[src/rtl/core/mono_frame_diff_to_rgb888_core_defines.svh]
// Assertion macros shared by the mono frame diff core.
// No dependencies; included by the modules that carry checks.
`ifndef MONO_FRAME_DIFF_TO_RGB888_CORE_DEFINES_SVH
`define MONO_FRAME_DIFF_TO_RGB888_CORE_DEFINES_SVH

// Consequent must hold in the same cycle as the antecedent.
`define MFD_ASSERT_SAME(lbl, clk, rst, ante, cons) \
   lbl: assert property (@(posedge clk) disable iff (rst) (ante) |-> (cons)) \
      else $error("mfd check failed");

// Consequent must hold in the cycle after the antecedent.
`define MFD_ASSERT_NEXT(lbl, clk, rst, ante, cons) \
   lbl: assert property (@(posedge clk) disable iff (rst) (ante) |=> (cons)) \
      else $error("mfd check failed");

`endif

[src/rtl/core/mfd_pkg.sv]
// Shared types, constants and helpers of the mono frame diff core.
// No dependencies.
package mfd_pkg;

   localparam int PANEL_WIDTH_DEF  = 64;
   localparam int PANEL_HEIGHT_DEF = 32;

   localparam int COLUMN_W = 6;
   localparam int PAGE_W   = 2;
   localparam int BITS_W   = 8;
   localparam int X_W      = 6;
   localparam int Y_W      = 5;
   localparam int CHAN_W   = 8;
   localparam int COLOR_W  = 16;
   localparam int CSR_IDX_W = 1;

   localparam logic [CSR_IDX_W-1:0] CSR_ON_COLOR  = 1'b0;
   localparam logic [CSR_IDX_W-1:0] CSR_OFF_COLOR = 1'b1;

   localparam logic [COLOR_W-1:0] ON_COLOR_RST  = 16'hFFFF;
   localparam logic [COLOR_W-1:0] OFF_COLOR_RST = 16'h0000;

   // One byte handed to the pixel emitter: position, pixel bits, rows to draw.
   typedef struct packed {
      logic [COLUMN_W-1:0] column;
      logic [PAGE_W-1:0]   page;
      logic [BITS_W-1:0]   bits;
      logic [BITS_W-1:0]   mask;
   } emit_load_type;

   // Index of the lowest set bit; zero for an empty mask.
   function automatic logic [2:0] low_bit_idx(input logic [BITS_W-1:0] m);
      logic [2:0] r;
      r = '0;
      for (int i = BITS_W - 1; i >= 0; i--) begin
         if (m[i]) r = 3'(i);
      end
      return r;
   endfunction

   function automatic logic [CHAN_W-1:0] red_of(input logic [COLOR_W-1:0] c);
      return {c[15:11], 3'b000};
   endfunction

   function automatic logic [CHAN_W-1:0] green_of(input logic [COLOR_W-1:0] c);
      return {c[10:5], 2'b00};
   endfunction

   function automatic logic [CHAN_W-1:0] blue_of(input logic [COLOR_W-1:0] c);
      return {c[4:0], 3'b000};
   endfunction

endpackage

[src/rtl/core/mfd_if.sv]
// Valid/ready channel interfaces of the mono frame diff core.
// Depends on mfd_pkg for field widths.
interface mfd_req_if;
   import mfd_pkg::*;

   logic                valid;
   logic                ready;
   logic [COLUMN_W-1:0] column;
   logic [PAGE_W-1:0]   page;
   logic [BITS_W-1:0]   pixel_bits;
   logic                frame_end;

   modport source (output valid, output column, output page, output pixel_bits,
                   output frame_end, input ready);
   modport sink   (input valid, input column, input page, input pixel_bits,
                   input frame_end, output ready);
endinterface

interface mfd_rsp_if;
   import mfd_pkg::*;

   logic              valid;
   logic              ready;
   logic [X_W-1:0]    pixel_x;
   logic [Y_W-1:0]    pixel_y;
   logic [CHAN_W-1:0] red;
   logic [CHAN_W-1:0] green;
   logic [CHAN_W-1:0] blue;
   logic              run_last;

   modport source (output valid, output pixel_x, output pixel_y, output red,
                   output green, output blue, output run_last, input ready);
   modport sink   (input valid, input pixel_x, input pixel_y, input red,
                   input green, input blue, input run_last, output ready);
endinterface

[src/rtl/core/mfd_frame_mem.sv]
// Shown-frame copy: one write port, one read port with registered data.
// No package dependencies.
module mfd_frame_mem #(
   parameter int DEPTH = 256
) (
   input  logic                     clock,
   input  logic                     rd_en,
   input  logic [$clog2(DEPTH)-1:0] rd_addr,
   output logic [7:0]               rd_data,
   input  logic                     wr_en,
   input  logic [$clog2(DEPTH)-1:0] wr_addr,
   input  logic [7:0]               wr_data
);
   logic [7:0] frame_mem [DEPTH];
   logic [7:0] rd_data_ff;

   always_ff @(posedge clock) begin
      if (wr_en) frame_mem[wr_addr] <= wr_data;
   end

   // Read-before-write on a same-address collision; the caller forwards.
   always_ff @(posedge clock) begin
      if (rd_en) rd_data_ff <= frame_mem[rd_addr];
   end

   assign rd_data = rd_data_ff;
endmodule

[src/rtl/core/mfd_pixel_emit.sv]
// Pixel emitter: walks one byte's change mask, one pixel transfer a cycle unless
// the output stalls, into an output register. Depends on mfd_pkg and mfd_rsp_if.
`include "mono_frame_diff_to_rgb888_core_defines.svh"

module mfd_pixel_emit (
   input  logic                   clock,
   input  logic                   reset,
   input  logic                   load_valid,
   input  mfd_pkg::emit_load_type load,
   output logic                   load_free,
   input  logic [15:0]            on_color,
   input  logic [15:0]            off_color,
   mfd_rsp_if.source              rsp_ch
);
   import mfd_pkg::*;

   emit_load_type     ld_ff;
   logic [BITS_W-1:0] mask_ff, mask_in;
   logic [2:0]        k;
   logic [BITS_W-1:0] rest;
   logic              pix_fire;
   logic [COLOR_W-1:0] color;

   logic              rsp_valid_ff;
   logic [X_W-1:0]    rsp_x_ff;
   logic [Y_W-1:0]    rsp_y_ff;
   logic [CHAN_W-1:0] rsp_red_ff, rsp_green_ff, rsp_blue_ff;
   logic              rsp_last_ff;

   assign k        = low_bit_idx(mask_ff);
   assign rest     = mask_ff & (mask_ff - 8'd1);
   assign pix_fire = (mask_ff != '0) && (!rsp_valid_ff || rsp_ch.ready);
   assign load_free = (mask_ff == '0) || (pix_fire && (rest == '0));
   assign color    = ld_ff.bits[k] ? on_color : off_color;

   always_comb begin
      mask_in = mask_ff;
      if (load_valid) mask_in = load.mask;
      else if (pix_fire) mask_in = rest;
   end

   always_ff @(posedge clock) begin
      if (reset) begin
         mask_ff      <= '0;
         rsp_valid_ff <= 1'b0;
      end else begin
         mask_ff <= mask_in;
         if (pix_fire) rsp_valid_ff <= 1'b1;
         else if (rsp_ch.ready) rsp_valid_ff <= 1'b0;
      end
   end

   always_ff @(posedge clock) begin
      if (load_valid) ld_ff <= load;
      if (pix_fire) begin
         rsp_x_ff     <= ld_ff.column;
         rsp_y_ff     <= {ld_ff.page, k};
         rsp_red_ff   <= red_of(color);
         rsp_green_ff <= green_of(color);
         rsp_blue_ff  <= blue_of(color);
         rsp_last_ff  <= (rest == '0);
      end
   end

   assign rsp_ch.valid    = rsp_valid_ff;
   assign rsp_ch.pixel_x  = rsp_x_ff;
   assign rsp_ch.pixel_y  = rsp_y_ff;
   assign rsp_ch.red      = rsp_red_ff;
   assign rsp_ch.green    = rsp_green_ff;
   assign rsp_ch.blue     = rsp_blue_ff;
   assign rsp_ch.run_last = rsp_last_ff;

   `MFD_ASSERT_SAME(a_load_when_free, clock, reset, load_valid, load_free)
   `MFD_ASSERT_NEXT(a_fire_fills_out, clock, reset, pix_fire, rsp_valid_ff)
   `MFD_ASSERT_NEXT(a_mask_shrinks, clock, reset, !load_valid && pix_fire, mask_ff == $past(rest))
endmodule

[src/rtl/core/mono_frame_diff_to_rgb888_core.sv]
// Top level of the mono frame diff core: accept stage, shown-frame compare,
// colour registers. Depends on mfd_pkg, mfd_if, mfd_frame_mem, mfd_pixel_emit.
//
// Takes one framebuffer byte per transfer and gives one pixel write per changed
// bit, lowest bit first, at one pixel transfer per cycle while the output is
// ready. A byte stays in the pixel emitter until it has drawn its pixels (up to
// 8; a full repaint draws 8), and the next byte is taken while the current one
// drains, so the rate is set by the emitter's one-pixel-per-cycle walk. The
// shown-frame memory read is registered; a back-to-back byte at the same
// position is forwarded from the write. There is no clearing pass after reset:
// the first frame repaints everything.
`include "mono_frame_diff_to_rgb888_core_defines.svh"

module mono_frame_diff_to_rgb888_core #(
   parameter int PANEL_WIDTH  = mfd_pkg::PANEL_WIDTH_DEF,
   parameter int PANEL_HEIGHT = mfd_pkg::PANEL_HEIGHT_DEF
) (
   input  logic                           clock,
   input  logic                           reset,
   mfd_req_if.sink                        req_ch,
   mfd_rsp_if.source                      rsp_ch,
   input  logic                           csr_we,
   input  logic [mfd_pkg::CSR_IDX_W-1:0]  csr_index,
   input  logic [mfd_pkg::COLOR_W-1:0]    csr_wdata
);
   import mfd_pkg::*;

   localparam int STORE_DEPTH = PANEL_WIDTH * PANEL_HEIGHT / 8;
   localparam int ADDR_W      = $clog2(STORE_DEPTH);

   typedef struct packed {
      logic [COLUMN_W-1:0] column;
      logic [PAGE_W-1:0]   page;
      logic [BITS_W-1:0]   bits;
      logic                frame_end;
      logic                inb;
   } s1_type;

   logic [COLOR_W-1:0] on_color_ff, off_color_ff;
   logic [COLOR_W-1:0] shown_on_ff, shown_off_ff;
   logic               first_frame_ff;

   logic               s1_valid_ff;
   s1_type             s1_ff;
   logic [ADDR_W-1:0]  s1_idx_ff;
   logic               fwd_ff;
   logic [BITS_W-1:0]  fwd_data_ff;

   logic               req_fire;
   logic               req_inb;
   logic [ADDR_W-1:0]  req_idx;
   logic [BITS_W-1:0]  mem_rd_data;
   logic [BITS_W-1:0]  prior;
   logic               full_paint;
   logic [BITS_W-1:0]  change;
   logic               s1_advance;
   logic               s1_stall;
   logic               fend_take;
   logic               mem_wr;
   logic               emit_free;
   logic               emit_load_valid;
   emit_load_type      emit_load;

   assign req_inb = (32'(req_ch.column) < PANEL_WIDTH) &&
                    (32'(req_ch.page) * 8 < PANEL_HEIGHT);
   assign req_idx = ADDR_W'(32'(req_ch.page) * PANEL_WIDTH + 32'(req_ch.column));

   assign prior      = fwd_ff ? fwd_data_ff : mem_rd_data;
   assign full_paint = first_frame_ff || (on_color_ff != shown_on_ff) ||
                       (off_color_ff != shown_off_ff);
   assign change     = !s1_ff.inb ? '0 : (full_paint ? 8'hFF : (s1_ff.bits ^ prior));

   // Bytes that draw nothing pass without waiting for the emitter.
   assign s1_advance      = s1_valid_ff && ((change == '0) || emit_free);
   assign s1_stall        = s1_valid_ff && !s1_advance;
   assign fend_take       = s1_advance && s1_ff.frame_end;
   assign mem_wr          = s1_advance && s1_ff.inb;
   assign emit_load_valid = s1_advance && (change != '0);
   assign emit_load       = '{column: s1_ff.column, page: s1_ff.page,
                              bits: s1_ff.bits, mask: change};

   assign req_ch.ready = !s1_valid_ff || s1_advance;
   assign req_fire     = req_ch.valid && req_ch.ready;

   always_ff @(posedge clock) begin
      if (reset) begin
         on_color_ff  <= ON_COLOR_RST;
         off_color_ff <= OFF_COLOR_RST;
      end else if (csr_we) begin
         unique case (csr_index)
            CSR_ON_COLOR:  on_color_ff  <= csr_wdata;
            CSR_OFF_COLOR: off_color_ff <= csr_wdata;
            default: ;
         endcase
      end
   end

   always_ff @(posedge clock) begin
      if (reset) begin
         first_frame_ff <= 1'b1;
         shown_on_ff    <= '0;
         shown_off_ff   <= '0;
         s1_valid_ff    <= 1'b0;
         fwd_ff         <= 1'b0;
      end else begin
         if (fend_take) begin
            first_frame_ff <= 1'b0;
            shown_on_ff    <= on_color_ff;
            shown_off_ff   <= off_color_ff;
         end
         if (req_fire) begin
            s1_valid_ff <= 1'b1;
            // Forward a write landing on the entry being read this cycle.
            fwd_ff      <= mem_wr && (s1_idx_ff == req_idx);
         end else if (s1_advance) begin
            s1_valid_ff <= 1'b0;
            fwd_ff      <= 1'b0;
         end
      end
   end

   always_ff @(posedge clock) begin
      if (req_fire) begin
         s1_ff       <= '{column: req_ch.column, page: req_ch.page,
                          bits: req_ch.pixel_bits, frame_end: req_ch.frame_end,
                          inb: req_inb};
         s1_idx_ff   <= req_idx;
         fwd_data_ff <= s1_ff.bits;
      end
   end

   mfd_frame_mem #(
      .DEPTH(STORE_DEPTH)
   ) u_frame_mem (
      .clock   (clock),
      .rd_en   (req_fire),
      .rd_addr (req_idx),
      .rd_data (mem_rd_data),
      .wr_en   (mem_wr),
      .wr_addr (s1_idx_ff),
      .wr_data (s1_ff.bits)
   );

   mfd_pixel_emit u_pixel_emit (
      .clock      (clock),
      .reset      (reset),
      .load_valid (emit_load_valid),
      .load       (emit_load),
      .load_free  (emit_free),
      .on_color   (on_color_ff),
      .off_color  (off_color_ff),
      .rsp_ch     (rsp_ch)
   );

   `MFD_ASSERT_NEXT(a_fend_clears_first, clock, reset, fend_take, !first_frame_ff)
   `MFD_ASSERT_SAME(a_fwd_has_item, clock, reset, fwd_ff, s1_valid_ff)
   `MFD_ASSERT_NEXT(a_s1_holds, clock, reset, s1_stall, s1_valid_ff && $stable(s1_idx_ff))
endmodule

[src/flat_wrapper.sv]
// flat-port wrapper written by rule: the top's interface ports become plain ports
module mono_frame_diff_to_rgb888_core_flat import mfd_pkg::*;
#(
   parameter int PANEL_WIDTH  = mfd_pkg::PANEL_WIDTH_DEF,
   parameter int PANEL_HEIGHT = mfd_pkg::PANEL_HEIGHT_DEF
)
  (clock, reset, csr_we, csr_index, csr_wdata, req_ch_valid, req_ch_column, req_ch_page, req_ch_pixel_bits, req_ch_frame_end, req_ch_ready, rsp_ch_valid, rsp_ch_pixel_x, rsp_ch_pixel_y, rsp_ch_red, rsp_ch_green, rsp_ch_blue, rsp_ch_run_last, rsp_ch_ready);
  mfd_req_if req_ch_i ();
  mfd_rsp_if rsp_ch_i ();
  input  logic clock;
  input  logic reset;
  input  logic csr_we;
  input  logic [mfd_pkg::CSR_IDX_W-1:0] csr_index;
  input  logic [mfd_pkg::COLOR_W-1:0] csr_wdata;
  input wire logic [$bits(req_ch_i.valid)-1:0] req_ch_valid;
  input wire logic [$bits(req_ch_i.column)-1:0] req_ch_column;
  input wire logic [$bits(req_ch_i.page)-1:0] req_ch_page;
  input wire logic [$bits(req_ch_i.pixel_bits)-1:0] req_ch_pixel_bits;
  input wire logic [$bits(req_ch_i.frame_end)-1:0] req_ch_frame_end;
  output wire logic [$bits(req_ch_i.ready)-1:0] req_ch_ready;
  output wire logic [$bits(rsp_ch_i.valid)-1:0] rsp_ch_valid;
  output wire logic [$bits(rsp_ch_i.pixel_x)-1:0] rsp_ch_pixel_x;
  output wire logic [$bits(rsp_ch_i.pixel_y)-1:0] rsp_ch_pixel_y;
  output wire logic [$bits(rsp_ch_i.red)-1:0] rsp_ch_red;
  output wire logic [$bits(rsp_ch_i.green)-1:0] rsp_ch_green;
  output wire logic [$bits(rsp_ch_i.blue)-1:0] rsp_ch_blue;
  output wire logic [$bits(rsp_ch_i.run_last)-1:0] rsp_ch_run_last;
  input wire logic [$bits(rsp_ch_i.ready)-1:0] rsp_ch_ready;
  assign req_ch_i.valid = req_ch_valid;
  assign req_ch_i.column = req_ch_column;
  assign req_ch_i.page = req_ch_page;
  assign req_ch_i.pixel_bits = req_ch_pixel_bits;
  assign req_ch_i.frame_end = req_ch_frame_end;
  assign req_ch_ready = req_ch_i.ready;
  assign rsp_ch_valid = rsp_ch_i.valid;
  assign rsp_ch_pixel_x = rsp_ch_i.pixel_x;
  assign rsp_ch_pixel_y = rsp_ch_i.pixel_y;
  assign rsp_ch_red = rsp_ch_i.red;
  assign rsp_ch_green = rsp_ch_i.green;
  assign rsp_ch_blue = rsp_ch_i.blue;
  assign rsp_ch_run_last = rsp_ch_i.run_last;
  assign rsp_ch_i.ready = rsp_ch_ready;
  mono_frame_diff_to_rgb888_core #(.PANEL_WIDTH(PANEL_WIDTH), .PANEL_HEIGHT(PANEL_HEIGHT)) u_core (.clock(clock), .reset(reset), .req_ch(req_ch_i), .rsp_ch(rsp_ch_i), .csr_we(csr_we), .csr_index(csr_index), .csr_wdata(csr_wdata));
endmodule
[config.mk]
export PLATFORM = sky130hd
export DESIGN_NAME = mono_frame_diff_to_rgb888_core_flat
export DESIGN_NICKNAME = d
export VERILOG_FILES = /design/src/rtl/core/mfd_pkg.sv /design/src/rtl/core/mfd_if.sv /design/src/rtl/core/mfd_frame_mem.sv /design/src/rtl/core/mfd_pixel_emit.sv /design/src/rtl/core/mono_frame_diff_to_rgb888_core.sv /design/src/flat_wrapper.sv
export VERILOG_INCLUDE_DIRS = /design/src /design/src/rtl/core
export SDC_FILE = /design/constraint.sdc
export NUM_CORES = 2
export LEC_CHECK = 0
export BUFFER_PORTS_ARGS = -buffer_cell sky130_fd_sc_hd__buf_2
export CAP_MARGIN = 20
export CORE_UTILIZATION = 47
export CTS_CLUSTER_DIAMETER = 80
export DETAILED_ROUTE_END_ITERATION = 12
export GPL_ROUTABILITY_DRIVEN = 0
export PLACE_DENSITY = 0.67
export SLEW_MARGIN = 10
export SYNTH_ARGS = -nofsm -noshare
export SYNTH_HDL_FRONTEND = slang
export SYNTH_SLANG_ARGS = --single-unit
[constraint.sdc]
create_clock -name clock -period 19.6 [get_ports clock]
set_input_delay 3.92 -clock clock [delete_from_list [all_inputs] [get_ports clock]]
set_output_delay 3.92 -clock clock [all_outputs]
set_load 0.03 [all_outputs]
==> flow_metrics.tcl <==
set metrics [dict create \
    wl_per_cell_um 28.9 \
    synth_area_mm2 0.0864 \
    cts-resized-gates 0 \
    synth_seq_cells 2201 \
    power.share.clock_pct 39.3 \
    fin_crit_sh_pct 46.7 \
    cp_cell_sequence "buf_2 > nor2b_1 > o21bai_1 > nand2_2 > nand3_1 > buf_2" \
    synth_area_per_cell_um2 18.5 \
    hold-worst-slack_ns 0.410 \
    grt_util_all_layers_pct 22.8 \
    rsz0062_at_grt "no" \
    fin_util_pct 52.5 \
    die_w_um 431 \
    nets 4794 \
    arrival_ns 5.23 \
    crit_path_end_kind "output pin" \
    first_global_vias 43100 \
    worstMarginPinSlew_ns 1.23 \
    power.total_mw 10.1 \
    drc 0 \
    initial_core_util_pct 47.3 \
    crit_fanout 8 \
    synthCells 4667 \
    final_max_slew_viol_count 0 \
    multi_input_area_mm2 0.0197 \
    intPower_mw 7.76 \
    portBuffers 68 \
    fin_skew_ns 0.0459 \
    num_io_pins 77 \
    synth-seq-area-share_pct 75.6 \
    holdPathStages 0 \
    report.final.setup_viol 0 \
    hold_viol_final 0 \
    die_h_um 431 \
    grt_overflow 0 \
    vias 44574 \
    postCtsHoldBufs 0 \
    period_minus_slack_ns 9.15 \
    cts_inserted_buffers 208 \
    start_kind "input pin" \
    path_common_cell "buf_2" \
    p_per_area_mw_per_mm2 105 \
    clock_latency_ns 0.84 \
    cp_num_buf_inv 2 \
    firstDrtPassIters 7 \
    n_fill_cell 14154 \
    hp-class "reg -> reg" \
    path_delay_family "simple AND/OR/NAND/NOR gates" \
    register_area_mm2 0.0653 \
    yosys_warnings 0 \
    path_depth 6 \
    slowest_stage "nor2b_1" \
    ff2ff_path_depth 8 \
    layout_commonest_cell "edfxtp_1" \
    max-cap-violations 0 \
    synth_edf_count 2125 \
    postRouteAntennaNets 0 \
    layout-drive-gt1-share_pct 16.5 \
    clock.fmax_mhz 109 \
    drtIter0Drc 5509 \
    clk_path_buf_depth 3 \
    antenna_found_initial 7 \
    path_clk_slew_ns 0.06 \
    seqPwrFrac_pct 53.0 \
    synth_cell_types 71 \
    synthFlopType "edfxtp_1" \
    clock_sinks 2201 \
    max_stage_delay_ns 0.43 \
    setup_tns_ns 0 \
    relSlewSlack_pct 17.5 \
    grt_first_pass_wirelength_um 307000 \
    fp-row-count 157 \
    htree_levels 4 \
    status "completed" \
    power_leakage_nw 30.8 \
    p_sw_share_pct 23.1 \
    viasPerCell 6.02 \
    post-cts-setup-buffer-count 0 \
    cts_tree "built" \
    async_flop_share_pct 0 \
    combPwrFrac_pct 7.6 \
    mostFrequentLayoutCells "edfxtp_1, mux2i_1, nor2_1" \
    grt_max_degree 205 \
    crit_type "in -> out" \
    die-area_mm2 0.186 \
    cp.required_ns 15.68 \
    ir_worst_vdd_v 0.0000955 \
    core_area_mm2 0.183 \
    wirelength_um 214000 \
    clockRootBuffer "clkbuf_16" \
    power.switching_mw 2.33 \
    area_delta_synth_final_pct 11.1 \
    dpl.hpwl_um 132000 \
]
## per-layer routing
layer | track usage, % | up-vias | routed length [um]
met5 | 0 | - | 13
met4 | 7.50 | 2 | 6910
met3 | 5.27 | 345 | 21400
met1 | 32.8 | 23026 | 87600
met2 | 34.6 | 2276 | 98200
li1 | - | 18925 | -
## power groups by stage
stage / clock network (mW) / logic, mW / registers [mW]
after floorplan: 0 / 0.382 / 5.57
after global placement: 0 / 0.756 / 5.44
after detailed placement: 0 / 0.767 / 5.45
after CTS: 4.00 / 0.769 / 5.35
after global routing: 4.18 / 0.815 / 5.35
final: 3.97 / 0.771 / 5.35
## flip-flops by register name, summed over array words and instances (netlist names), 16 cells and up
name                          cells
u_core.u_frame_mem.frame_mem   2048
u_core.off_color_ff              16
u_core.on_color_ff               16
u_core.shown_off_ff              16
u_core.shown_on_ff               16
u_core.u_pixel_emit.ld_ff        16
## path summary, 6_finish.rpt
kind	slack (ns)	from	end
min	0.41	u_core.u_pixel_emit.ld_ff[18]$_DFFE_PP_	u_core.u_pixel_emit.rsp_ch.pixel_x[0]$_DFFE_PP_
min reg2reg	0.41	u_core.u_pixel_emit.ld_ff[18]$_DFFE_PP_	u_core.u_pixel_emit.rsp_ch.pixel_x[0]$_DFFE_PP_
max	10.45	rsp_ch_ready	req_ch_ready
max reg2reg	15.13	u_core.on_color_ff[7]$_SDFFE_PP1P_	u_core.u_frame_mem.frame_mem[66][0]$_DFFE_PP_
## through the flow
stage / setup slack (ns) / instance area [um2] / cells
floorplan: 10.80 / 86500 / 4674
global placement: 10.50 / 89200 / 7002
detailed placement: 10.46 / 89200 / 7003
CTS: 10.46 / 95900 / 7394
global route: 10.33 / 96000 / 7400
finish: 10.45 / 96000 / 7401
## cell usage after synthesis (all sizes together) (8+ instances only)
cell type | count | area [um2]
o21ai | 37 | 189
nand2 | 249 | 937
nor2b | 20 | 125
xnor2 | 39 | 342
clkbuf | 107 | 403
nand4 | 26 | 169
edfxtp | 2125 | 63800
nor4 | 12 | 75.1
nor3 | 33 | 165
and2 | 9 | 56.3
mux2 | 36 | 405
o211ai | 20 | 150
dfxtp | 76 | 1520
mux4 | 301 | 6780
o22ai | 36 | 239
mux2i | 522 | 5230
a22o | 20 | 175
a221oi | 52 | 455
nand3 | 70 | 350
buf | 173 | 1080
inv | 13 | 48.8
a22oi | 143 | 1070
nor2 | 349 | 1310
nand3b | 8 | 60.1
a21oi | 85 | 425
## worst register-to-register path: cells and delay by family (launching register included)
kind / cells / cell delay [ns]
AOI/OAI and AO/OA: 1 / 0.60
xor gates and xnor gates: 1 / 0.14
buffers and inverters: 1 / 0.43
DFF: 1 / 0.40
and+or+nand+nor: 5 / 2.52
## final cells by class
class,count,share of cell area (%)
repair buffers,151,1.19
inverters,13,0.0508
multi-input cells,2180,20.5
clock buffers,259,5.80
clock inverters,132,1.15
diodes,1,0.00261
well taps,2464,3.21
flip-flops and latches,2201,68.1
## kinds of logic (layout without fill, tap and decap cells)
logic type               after synthesis  after routing  share of synthesized area, %
multiplexers                         859            859                          14.4
buffers and inverters                293            555                          1.77
AND/OR/NAND/NOR                      820            820                          4.14
adder cells (fa/ha/maj)                1              1                        0.0116
AO/OA/AOI/OAI                        446            446                          3.66
XOR/XNOR                              46             46                         0.466
flip-flops                          2201           2201                          75.6
other                                  1              9                       0.00434
No activity file was read; power rests on OpenSTA's default activity.
